===== config.mk =====
export PLATFORM = sky130hd
export DESIGN_NAME = dns_name_label_encoder_top_flat
export DESIGN_NICKNAME = d
export VERILOG_FILES = /design/src/hdl/dnle_pkg.sv /design/src/hdl/dnle_if.sv /design/src/hdl/dnle_ctrl.sv /design/src/hdl/dnle_dp.sv /design/src/hdl/dns_name_label_encoder_top.sv /design/src/flat_wrapper.sv
export SDC_FILE = /design/constraint.sdc
export NUM_CORES = 1
export LEC_CHECK = 0
export BUFFER_PORTS_ARGS = -buffer_cell sky130_fd_sc_hd__buf_2
export CAP_MARGIN = 20
export CORE_MARGIN = 5
export CORE_UTILIZATION = 35
export DETAILED_ROUTE_END_ITERATION = 16
export SYNTH_ARGS = -nofsm -noshare
export SYNTH_HDL_FRONTEND = slang
export SYNTH_HIERARCHICAL = 1
export SYNTH_SLANG_ARGS = --single-unit
export TNS_END_PERCENT = 5

===== constraint.sdc =====
create_clock -name clk -period 3.4 [get_ports clk]
set_input_delay 0.68 -clock clk [delete_from_list [all_inputs] [get_ports clk]]
set_output_delay 0.68 -clock clk [all_outputs]
set_load 0.01 [all_outputs]

===== src/hdl/dnle_pkg.sv =====
// shared constants, types and handshake structs for the dns name label encoder
// no dependencies

package dnle_pkg;

	localparam int LABEL_MAX = 32;
	localparam int BYTE_W = 8;
	localparam int CNT_W = 6;
	localparam int IDX_W = (LABEL_MAX > 1) ? $clog2(LABEL_MAX) : 1;

	localparam logic [BYTE_W-1:0] SEP_CHAR = 8'd46;
	localparam logic [BYTE_W-1:0] TERM_BYTE = 8'd0;
	localparam logic [BYTE_W-1:0] TOTAL_MAX = 8'd255;

	typedef enum logic [1:0] {
		ST_IDLE,
		ST_LEN,
		ST_CHR,
		ST_TERM
	} dnle_state_t;

	// controller to datapath
	typedef struct packed {
		logic accept;
		logic load_len;
		logic load_chr;
		logic load_term;
		logic end_flag;
		logic clear_label;
		logic rd_rst;
		logic rd_adv;
	} dnle_cmd_t;

	// datapath to controller
	typedef struct packed {
		logic is_sep;
		logic label_empty;
		logic last_char;
		logic out_free;
	} dnle_sts_t;

endpackage


===== src/hdl/dnle_if.sv =====
// valid/ready channel interfaces for the character input and the encoded output
// depends on dnle_pkg

interface dnle_in_if
	import dnle_pkg::*;
();
	logic              valid;
	logic              ready;
	logic [BYTE_W-1:0] char_byte;
	logic              last_of_name;

	modport source(output valid, char_byte, last_of_name, input ready);
	modport sink(input valid, char_byte, last_of_name, output ready);
endinterface

interface dnle_out_if
	import dnle_pkg::*;
();
	logic              valid;
	logic              ready;
	logic [BYTE_W-1:0] out_byte;
	logic              end_of_run;
	logic              name_done;
	logic              label_overflow;
	logic [BYTE_W-1:0] name_bytes;

	modport source(output valid, out_byte, end_of_run, name_done, label_overflow,
		name_bytes, input ready);
	modport sink(input valid, out_byte, end_of_run, name_done, label_overflow,
		name_bytes, output ready);
endinterface


===== src/hdl/dnle_ctrl.sv =====
// controller state machine: sequences length, character and terminator beats
// depends on dnle_pkg

module dnle_ctrl
	import dnle_pkg::*;
(
	input  logic      clk,
	input  logic      arst_n,
	input  logic      in_valid,
	input  logic      in_last,
	output logic      in_ready,
	input  dnle_sts_t sts,
	output dnle_cmd_t cmd
);

	dnle_state_t state_q, state_nxt;
	logic        last_q, last_nxt;

	always_ff @(posedge clk or negedge arst_n) begin
		if (!arst_n) begin
			state_q <= ST_IDLE;
			last_q  <= 1'b0;
		end else begin
			state_q <= state_nxt;
			last_q  <= last_nxt;
		end
	end

	always_comb begin
		state_nxt = state_q;
		last_nxt  = last_q;
		in_ready  = 1'b0;
		cmd       = '0;
		case (state_q)
			ST_IDLE: begin
				in_ready = 1'b1;
				if (in_valid) begin
					cmd.accept = 1'b1;
					last_nxt   = in_last;
					if (sts.is_sep || in_last) begin
						state_nxt = ST_LEN;
					end
				end
			end
			ST_LEN: begin
				cmd.rd_rst = 1'b1;
				if (sts.out_free) begin
					cmd.load_len = 1'b1;
					cmd.end_flag = sts.label_empty && !last_q;
					if (sts.label_empty) begin
						cmd.clear_label = 1'b1;
						state_nxt = last_q ? ST_TERM : ST_IDLE;
					end else begin
						state_nxt = ST_CHR;
					end
				end
			end
			ST_CHR: begin
				if (sts.out_free) begin
					cmd.load_chr = 1'b1;
					cmd.end_flag = sts.last_char && !last_q;
					if (sts.last_char) begin
						cmd.clear_label = 1'b1;
						state_nxt = last_q ? ST_TERM : ST_IDLE;
					end else begin
						cmd.rd_adv = 1'b1;
					end
				end
			end
			ST_TERM: begin
				if (sts.out_free) begin
					cmd.load_term = 1'b1;
					cmd.end_flag  = 1'b1;
					state_nxt     = ST_IDLE;
				end
			end
			default: begin
				state_nxt = ST_IDLE;
			end
		endcase
	end

endmodule


===== src/hdl/dnle_dp.sv =====
// datapath: label store, label count, overflow flag, byte total and output register
// depends on dnle_pkg

module dnle_dp
	import dnle_pkg::*;
(
	input  logic              clk,
	input  logic              arst_n,
	input  logic [BYTE_W-1:0] char_byte,
	input  dnle_cmd_t         cmd,
	output dnle_sts_t         sts,
	input  logic              out_ready,
	output logic              out_valid,
	output logic [BYTE_W-1:0] out_byte,
	output logic              end_of_run,
	output logic              name_done,
	output logic              label_overflow,
	output logic [BYTE_W-1:0] name_bytes
);

	logic [BYTE_W-1:0] label_mem [LABEL_MAX];
	logic [BYTE_W-1:0] rd_data_q;
	logic [IDX_W-1:0]  rd_idx_q, rd_addr;
	logic [CNT_W-1:0]  count_q;
	logic              ovf_q;
	logic [BYTE_W-1:0] total_q, total_nxt;
	logic              out_valid_q;
	logic [BYTE_W-1:0] out_byte_q, name_bytes_q;
	logic              end_q, done_q, ovf_out_q;
	logic              load, has_room;

	assign has_room = count_q < CNT_W'(LABEL_MAX);
	assign load     = cmd.load_len || cmd.load_chr || cmd.load_term;

	assign sts.is_sep      = char_byte == SEP_CHAR;
	assign sts.label_empty = count_q == '0;
	assign sts.last_char   = (CNT_W'(rd_idx_q) + CNT_W'(1)) == count_q;
	assign sts.out_free    = !out_valid_q || out_ready;

	always_comb begin
		if (cmd.rd_rst) begin
			rd_addr = '0;
		end else if (cmd.rd_adv) begin
			rd_addr = rd_idx_q + IDX_W'(1);
		end else begin
			rd_addr = rd_idx_q;
		end
	end

	// store write and registered read
	always_ff @(posedge clk) begin
		if (cmd.accept && !sts.is_sep && has_room) begin
			label_mem[count_q[IDX_W-1:0]] <= char_byte;
		end
		rd_data_q <= label_mem[rd_addr];
		rd_idx_q  <= rd_addr;
	end

	always_ff @(posedge clk or negedge arst_n) begin
		if (!arst_n) begin
			count_q <= '0;
			ovf_q   <= 1'b0;
		end else if (cmd.clear_label) begin
			count_q <= '0;
			ovf_q   <= 1'b0;
		end else if (cmd.accept && !sts.is_sep) begin
			if (has_room) begin
				count_q <= count_q + CNT_W'(1);
			end else begin
				ovf_q <= 1'b1;
			end
		end
	end

	assign total_nxt = (total_q == TOTAL_MAX) ? total_q : total_q + BYTE_W'(1);

	always_ff @(posedge clk or negedge arst_n) begin
		if (!arst_n) begin
			total_q     <= '0;
			out_valid_q <= 1'b0;
		end else begin
			if (load) begin
				total_q     <= cmd.load_term ? '0 : total_nxt;
				out_valid_q <= 1'b1;
			end else if (out_ready) begin
				out_valid_q <= 1'b0;
			end
		end
	end

	always_ff @(posedge clk) begin
		if (load) begin
			if (cmd.load_len) begin
				out_byte_q <= BYTE_W'(count_q);
			end else if (cmd.load_chr) begin
				out_byte_q <= rd_data_q;
			end else begin
				out_byte_q <= TERM_BYTE;
			end
			end_q        <= cmd.end_flag;
			done_q       <= cmd.load_term;
			ovf_out_q    <= ovf_q && !cmd.load_term;
			name_bytes_q <= total_nxt;
		end
	end

	assign out_valid      = out_valid_q;
	assign out_byte       = out_byte_q;
	assign end_of_run     = end_q;
	assign name_done      = done_q;
	assign label_overflow = ovf_out_q;
	assign name_bytes     = name_bytes_q;

endmodule


===== src/hdl/dns_name_label_encoder_top.sv =====
// top level of the dns name label encoder: controller plus datapath
// depends on dnle_pkg, dnle_if, dnle_ctrl, dnle_dp
//
// usage
//  - chars: one character of a dotted name per beat, last_of_name on the
//    final character; a dot (46) closes the current label
//  - codes: encoded bytes, one per beat: a length byte, the label
//    characters, and after the final label a zero terminator (name_done)
//  - end_of_run marks the last byte caused by one input beat
// readout
//  - an ordinary character is taken and gives no beat
//  - a closing beat moves the controller to ST_LEN, which puts the length
//    byte on codes once codes is free; each label character then follows
//    from the store in ST_CHR, and after the final label the terminator
//  - chars is not ready while a label is being read out; the label store
//    has separate write and read ports, read one entry per cycle while codes is free
// reset
//  - arst_n clears the controller, label count, overflow flag, byte total
//    and output valid; store contents are not cleared
// back pressure
//  - codes holds its beat while ready is low and the readout waits; a
//    character can still be taken while the last byte of a run is pending

module dns_name_label_encoder_top
	import dnle_pkg::*;
(
	input logic        clk,
	input logic        arst_n,
	dnle_in_if.sink    chars,
	dnle_out_if.source codes
);

	dnle_cmd_t cmd;
	dnle_sts_t sts;

	// sequencing of the readout
	dnle_ctrl u_ctrl (
		.clk      (clk),
		.arst_n   (arst_n),
		.in_valid (chars.valid),
		.in_last  (chars.last_of_name),
		.in_ready (chars.ready),
		.sts      (sts),
		.cmd      (cmd)
	);

	// label store and output register
	dnle_dp u_dp (
		.clk            (clk),
		.arst_n         (arst_n),
		.char_byte      (chars.char_byte),
		.cmd            (cmd),
		.sts            (sts),
		.out_ready      (codes.ready),
		.out_valid      (codes.valid),
		.out_byte       (codes.out_byte),
		.end_of_run     (codes.end_of_run),
		.name_done      (codes.name_done),
		.label_overflow (codes.label_overflow),
		.name_bytes     (codes.name_bytes)
	);

endmodule


===== src/flat_wrapper.sv =====
// flat-port wrapper written by rule: the top's interface ports become plain ports
module dns_name_label_encoder_top_flat import dnle_pkg::*;
  (clk, arst_n, chars_valid, chars_char_byte, chars_last_of_name, chars_ready, codes_valid, codes_out_byte, codes_end_of_run, codes_name_done, codes_label_overflow, codes_name_bytes, codes_ready);
  dnle_in_if chars_i ();
  dnle_out_if codes_i ();
  input logic clk;
  input logic arst_n;
  input wire logic [$bits(chars_i.valid)-1:0] chars_valid;
  input wire logic [$bits(chars_i.char_byte)-1:0] chars_char_byte;
  input wire logic [$bits(chars_i.last_of_name)-1:0] chars_last_of_name;
  output wire logic [$bits(chars_i.ready)-1:0] chars_ready;
  output wire logic [$bits(codes_i.valid)-1:0] codes_valid;
  output wire logic [$bits(codes_i.out_byte)-1:0] codes_out_byte;
  output wire logic [$bits(codes_i.end_of_run)-1:0] codes_end_of_run;
  output wire logic [$bits(codes_i.name_done)-1:0] codes_name_done;
  output wire logic [$bits(codes_i.label_overflow)-1:0] codes_label_overflow;
  output wire logic [$bits(codes_i.name_bytes)-1:0] codes_name_bytes;
  input wire logic [$bits(codes_i.ready)-1:0] codes_ready;
  assign chars_i.valid = chars_valid;
  assign chars_i.char_byte = chars_char_byte;
  assign chars_i.last_of_name = chars_last_of_name;
  assign chars_ready = chars_i.ready;
  assign codes_valid = codes_i.valid;
  assign codes_out_byte = codes_i.out_byte;
  assign codes_end_of_run = codes_i.end_of_run;
  assign codes_name_done = codes_i.name_done;
  assign codes_label_overflow = codes_i.label_overflow;
  assign codes_name_bytes = codes_i.name_bytes;
  assign codes_i.ready = codes_ready;
  dns_name_label_encoder_top u_core (.clk(clk), .arst_n(arst_n), .chars(chars_i), .codes(codes_i));
endmodule

==> impl_results.html <==
<table>
<tr><th>Metric</th><th>Value</th></tr>
<tr><th colspan="2">Critical path</th></tr>
<tr><td>Slowest cell on the critical path</td><td>dfxtp_4</td></tr>
<tr><td>Count of cell instances traversed by the critical path</td><td>18</td></tr>
<tr><td>Maximum fanout along the worst path</td><td>8</td></tr>
<tr><td>Cell breakdown of the critical path</td><td>ha_4 &gt; nand2_2 &gt; nor2_2 &gt; nor3_1 &gt; a21oi_1 &gt; a21oi_1 &gt; nor4_2 &gt; inv_1 &gt; and3_4 &gt; buf_12 &gt; xnor2_4 &gt; buf_6 &gt; buf_12 &gt; clkbuf_16 &gt; o211ai_1 &gt; o311ai_2 &gt; a31oi_2 &gt; mux2i_1</td></tr>
<tr><td>Depth of the worst register-to-register path</td><td>18</td></tr>
<tr><td>Delay of the slowest cell on the worst path</td><td>~0.36 ns</td></tr>
<tr><td>Critical path buffers and inverters</td><td>5</td></tr>
<tr><td>Capture point of the critical path</td><td>u_core/u_dp/rd_data_q[3]$_DFF_P_</td></tr>
<tr><td>Critical Path AT</td><td>approximately 3.7 ns</td></tr>
<tr><td>Required time of the critical path</td><td>3.79 ns</td></tr>
<tr><td>Critical Path Start Type</td><td>register</td></tr>
<tr><td>Register-to-register path setup slack</td><td>0.07 ns</td></tr>
<tr><td>Sort of element at the end of the critical path</td><td>register</td></tr>
<tr><td>RR Endpoint</td><td>u_core/u_dp/rd_data_q[3]$_DFF_P_</td></tr>
<tr><td>Kind of cell adding the most delay to the critical path</td><td>compound AO/OA/AOI/OAI gates</td></tr>
<tr><td>R2r startpoint</td><td>u_core/u_dp/rd_idx_q[1]$_DFF_P_</td></tr>
<tr><td>Critical setup path kind</td><td>register to register</td></tr>
<tr><td>Worst setup path start</td><td>u_core/u_dp/rd_idx_q[1]$_DFF_P_</td></tr>
<tr><th colspan="2">Power</th></tr>
<tr><td>Power density normalized to cell area</td><td>about 740 nW/um^2</td></tr>
<tr><td>Total internal power</td><td>around 8.3 mW</td></tr>
<tr><td>Static leakage</td><td>approximately 5.9 nW</td></tr>
<tr><td>Worst ir drop on vdd</td><td>~340 uV</td></tr>
<tr><td>Final Power</td><td>between 10 and 15 mW</td></tr>
<tr><td>Proportion of total power due to net switching</td><td>0.330</td></tr>
<tr><td>Proportion of power drawn by the clock network</td><td>0.289</td></tr>
<tr><td>Relative contribution of sequential cells to total power</td><td>0.379</td></tr>
<tr><td>Reported net switching power</td><td>4.11 mW</td></tr>
<tr><td>Comb power frac</td><td>0.333</td></tr>
<tr><th colspan="2">Placement</th></tr>
<tr><td>Weighted congestion reported at the end of routability-driven placement</td><td>0.871</td></tr>
<tr><td>Dpl cells</td><td>1688</td></tr>
<tr><td>DP Worst Slack</td><td>-0.159 ns</td></tr>
<tr><td>Number of buffers added on ports</td><td>33</td></tr>
<tr><td>Post-placement cell area</td><td>between 15000 and 20000 sq um</td></tr>
<tr><td>Detailed placer's ending HPWL</td><td>approximately 24000 microns</td></tr>
<tr><th colspan="2">GRT</th></tr>
<tr><td>Antenna violations before repair</td><td>0</td></tr>
<tr><td>First-pass GRT wire length</td><td>around 59000 microns</td></tr>
<tr><td>Overall global routing resource usage</td><td>0.167</td></tr>
<tr><td>GRT overflow</td><td>0</td></tr>
<tr><td>Number of global-route vias before repair</td><td>~9500</td></tr>
<tr><td>Largest net degree at the start of global routing</td><td>85</td></tr>
<tr><th colspan="2">Layout</th></tr>
<tr><td>Layout-stage area growth over the synthesis result</td><td>19.0%</td></tr>
<tr><td>Final cell area excluding filler cells</td><td>between 15000 and 20000 sq um</td></tr>
<tr><td># diodes</td><td>0</td></tr>
<tr><td>Multi-input gate area</td><td>4890 sq um</td></tr>
<tr><td>Sequential cell area</td><td>approximately 9000 sq um</td></tr>
<tr><td>Number of standard cells in the final layout excluding fillers</td><td>approximately 1800</td></tr>
<tr><td>Final nets</td><td>approximately 1200</td></tr>
<tr><td>Number of fill cells</td><td>3708</td></tr>
<tr><td>Share of cells above drive strength 1</td><td>0.192</td></tr>
<tr><th colspan="2">Clocking</th></tr>
<tr><td>Clock sink count</td><td>between 300 and 400</td></tr>
<tr><td>Clock buffer count from CTS</td><td>35</td></tr>
<tr><td>Number of hold buffers added after cts</td><td>0</td></tr>
<tr><td>Clock tree from TritonCTS</td><td>yes</td></tr>
<tr><td>Library cell used as clock root buffer</td><td>clkbuf_16</td></tr>
<tr><td>Clock latency at the later pin of the worst-skew pair</td><td>a little over 0.5 ns</td></tr>
<tr><td>Depth of the CTS H-tree</td><td>2</td></tr>
<tr><td>Post-CTS clock slew at the launch and capture registers of the worst setup and hold paths</td><td>0.06 ns</td></tr>
<tr><td>Max clock buf depth</td><td>3</td></tr>
<tr><th colspan="2">Detailed routing</th></tr>
<tr><td>Number of vias per cell after detailed routing</td><td>about 5.6</td></tr>
<tr><td>Via count</td><td>9837</td></tr>
<tr><td>Number of design-rule violations left by the first detailed-router iteration</td><td>just under 1000</td></tr>
<tr><td>Post-detailed-route count of antenna-violating nets</td><td>0</td></tr>
<tr><td>Final routed wire length divided by cell count</td><td>about 22 microns</td></tr>
<tr><td>TritonRoute pass-1 iters</td><td>5</td></tr>
<tr><td>Post-route DRC violation count</td><td>0</td></tr>
<tr><td>Wire length after detailed routing</td><td>~39000 microns</td></tr>
<tr><th colspan="2">Die</th></tr>
<tr><td># rows</td><td>73</td></tr>
<tr><td>Area of the core</td><td>around 40000 sq um</td></tr>
<tr><td>Die width</td><td>roughly 210 microns</td></tr>
<tr><td>Die area</td><td>roughly 45000 sq um</td></tr>
<tr><td>Vertical die dimension</td><td>roughly 210 microns</td></tr>
<tr><td>Initial cell density of the core</td><td>0.355</td></tr>
<tr><td>IO Pins</td><td>34</td></tr>
<tr><th colspan="2">STA</th></tr>
<tr><td>Final worst path period need</td><td>3.33 ns</td></tr>
<tr><td>RSZ-0062 raised after global routing</td><td>yes</td></tr>
<tr><td>Number of pins exceeding their max-slew limit in the final report</td><td>0</td></tr>
<tr><td>Setup skew after layout</td><td>about 0.021 ns</td></tr>
<tr><td>Final number of hold-violating endpoints</td><td>0</td></tr>
<tr><td>Fmax</td><td>between 0.3 and 0.4 GHz</td></tr>
<tr><td>Final setup violation count</td><td>0</td></tr>
<tr><td>Transition time at the pin with the least slew margin</td><td>between 0.8 and 0.9 ns</td></tr>
<tr><td>Max transition margin</td><td>0.414</td></tr>
<tr><td>Final worst-path cycle share</td><td>0.980</td></tr>
<tr><td>Final sum of negative setup slack</td><td>0 ns</td></tr>
<tr><td>Setup slack of the critical path after layout</td><td>just under 0.07 ns</td></tr>
<tr><th colspan="2">Synthesis</th></tr>
<tr><td>Count of cell types in the netlist</td><td>71</td></tr>
<tr><td>Asr flop ratio synth</td><td>0.0619</td></tr>
<tr><td>Cell with the most instances after synthesis</td><td>edfxtp_1</td></tr>
<tr><td>Top_reg_cell synth</td><td>edfxtp_1</td></tr>
<tr><td>Sequential cell area fraction in the yosys report</td><td>0.636</td></tr>
<tr><td>Number of synthesized flops with an enable pin</td><td>275</td></tr>
<tr><td>Average cell area after synthesis</td><td>between 10 and 15 sq um</td></tr>
<tr><td>Library cell with the largest summed area after synthesis</td><td>edfxtp_1</td></tr>
<tr><td>Ranking of synthesized cells by instance count</td><td>edfxtp_1, nor2_1, nor3_1</td></tr>
<tr><td>YS warnings</td><td>6</td></tr>
<tr><td>Cells after Synth</td><td>approximately 1100</td></tr>
<tr><td>Number of synthesized register bits</td><td>slightly above 300</td></tr>
<tr><td>Largest cells by area after synthesis</td><td>edfxtp_1, nor2_1, dfrtp_1</td></tr>
<tr><td>Total standard cell area after synthesis</td><td>roughly 14000 sq um</td></tr>
<tr><td>Mapped Nets</td><td>~1200</td></tr>
<tr><td>Share of the synthesized area in the top cell type</td><td>0.584</td></tr>
<tr><th colspan="2">Min path</th></tr>
<tr><td>Hold Path Class</td><td>input pin to async pin</td></tr>
<tr><th colspan="2">Status</th></tr>
<tr><td>Status</td><td>completed</td></tr>
<tr><th colspan="2">Run</th></tr>
<tr><td>Number of max-cap violations</td><td>0</td></tr>
</table>
-- cells in the final DEF, fill, tap and decap left out, types with 17 or more instances in the layout --
cell       synthesis  final
or3_1             20     20
o21ai_0           18     17
a31oi_1           28     21
a21oi_1           26     20
nand2b_1          34     34
buf_2             23     33
clkbuf_16          0     38
o21a_1            17     17
nor3_1            55     55
a211oi_1          34     29
buf_12             0     18
and3_1            49     49
mux2i_1           35     32
nor2_1           138    136
nand2_1           38     37
buf_4             10     69
nor2b_1           37     36
edfxtp_1         275    275
o22ai_1           32     32
dfrtp_1           19     19
-- area by class of cell --
cell class              instances  share of cell area
clock buffers                  46              0.0551
clock inverters                15             0.00855
inverters                      12             0.00320
multi-input cells             731               0.291
flip-flops and latches        307               0.535
well taps                     525              0.0390
repair buffers                126              0.0685
-- power by group through the flow --
stage          Clock, mW  Combinational, mW  Sequential (mW)
5_1_grt             3.83               4.46             4.74
3_5_place_dp           0               3.71             4.78
4_1_cts             3.65               3.79             4.70
2_1_floorplan          0               2.30             4.79
6_report            3.59               4.13             4.70
3_3_place_gp           0               3.66             4.78
-- routing by layer --
metal  GRT usage  vias up  share of wire
met5           0        -              0
met4      0.0425        0          0.023
met3      0.0245       59          0.071
met2       0.262      369           0.46
met1       0.245     4902           0.44
li1            -     4507              -
-- cell families (layout without fill, tap and decap cells) --
logic type / Yosys count / after routing / share of synthesized area
flip-flops: 307 / 307 / 0.636
multiplexers: 38 / 38 / 0.0272
adder cells (fa/ha/maj): 12 / 12 / 0.0106
AO/OA/AOI/OAI: 254 / 254 / 0.129
buffers and inverters: 99 / 199 / 0.0357
AND/OR/NAND/NOR: 410 / 410 / 0.148
XOR/XNOR: 17 / 17 / 0.0137
-- per-stage QoR --
step           utilization  hold WS (ns)
2_1_floorplan            -         0.384
5_1_grt              0.423         0.155
3_5_place_dp         0.385         0.498
6_report             0.423         0.115
3_3_place_gp         0.385         0.491
4_1_cts              0.414         0.116
-- worst min-delay path by stage --
stage / end / slack (ns)
after CTS: u_core/u_dp/count_q[3]$_DFFE_PN0P_ / 0.12
after floorplan: u_core/u_ctrl/last_q$_DFFE_PN0P_ / 0.38
after detailed placement: u_core/u_dp/ovf_q$_DFFE_PN0P_ / 0.50
after global placement: u_core/u_dp/ovf_q$_DFFE_PN0P_ / 0.49
final: u_core/u_dp/count_q[0]$_DFFE_PN0P_ / 0.11
after global routing: u_core/u_dp/out_valid$_DFFE_PN0P_ / 0.15
-- what timing repair did --
| action | CTS | global route |
|---|---|---|
| buffers inserted | 1 | 8 |
| cloned | 0 | 4 |
| pin swaps | 2 | 16 |
| endpoints found under the setup margin | 8 | 8 |
| gates resized for setup | 18 | 40 |
-- state kept, by name, summed over array words and instances (netlist names), 2 cells and up --
name	flops
u_core/u_dp/label_mem	256
u_core/u_dp/out_byte	8
u_core/u_dp/name_bytes	8
u_core/u_dp/rd_data_q	8
u_core/u_ctrl/state_q	2
u_core/u_dp/count_q	6
u_core/u_dp/rd_idx_q	5
u_core/u_dp/total_q	8
(Power assumes the default switching activity.)
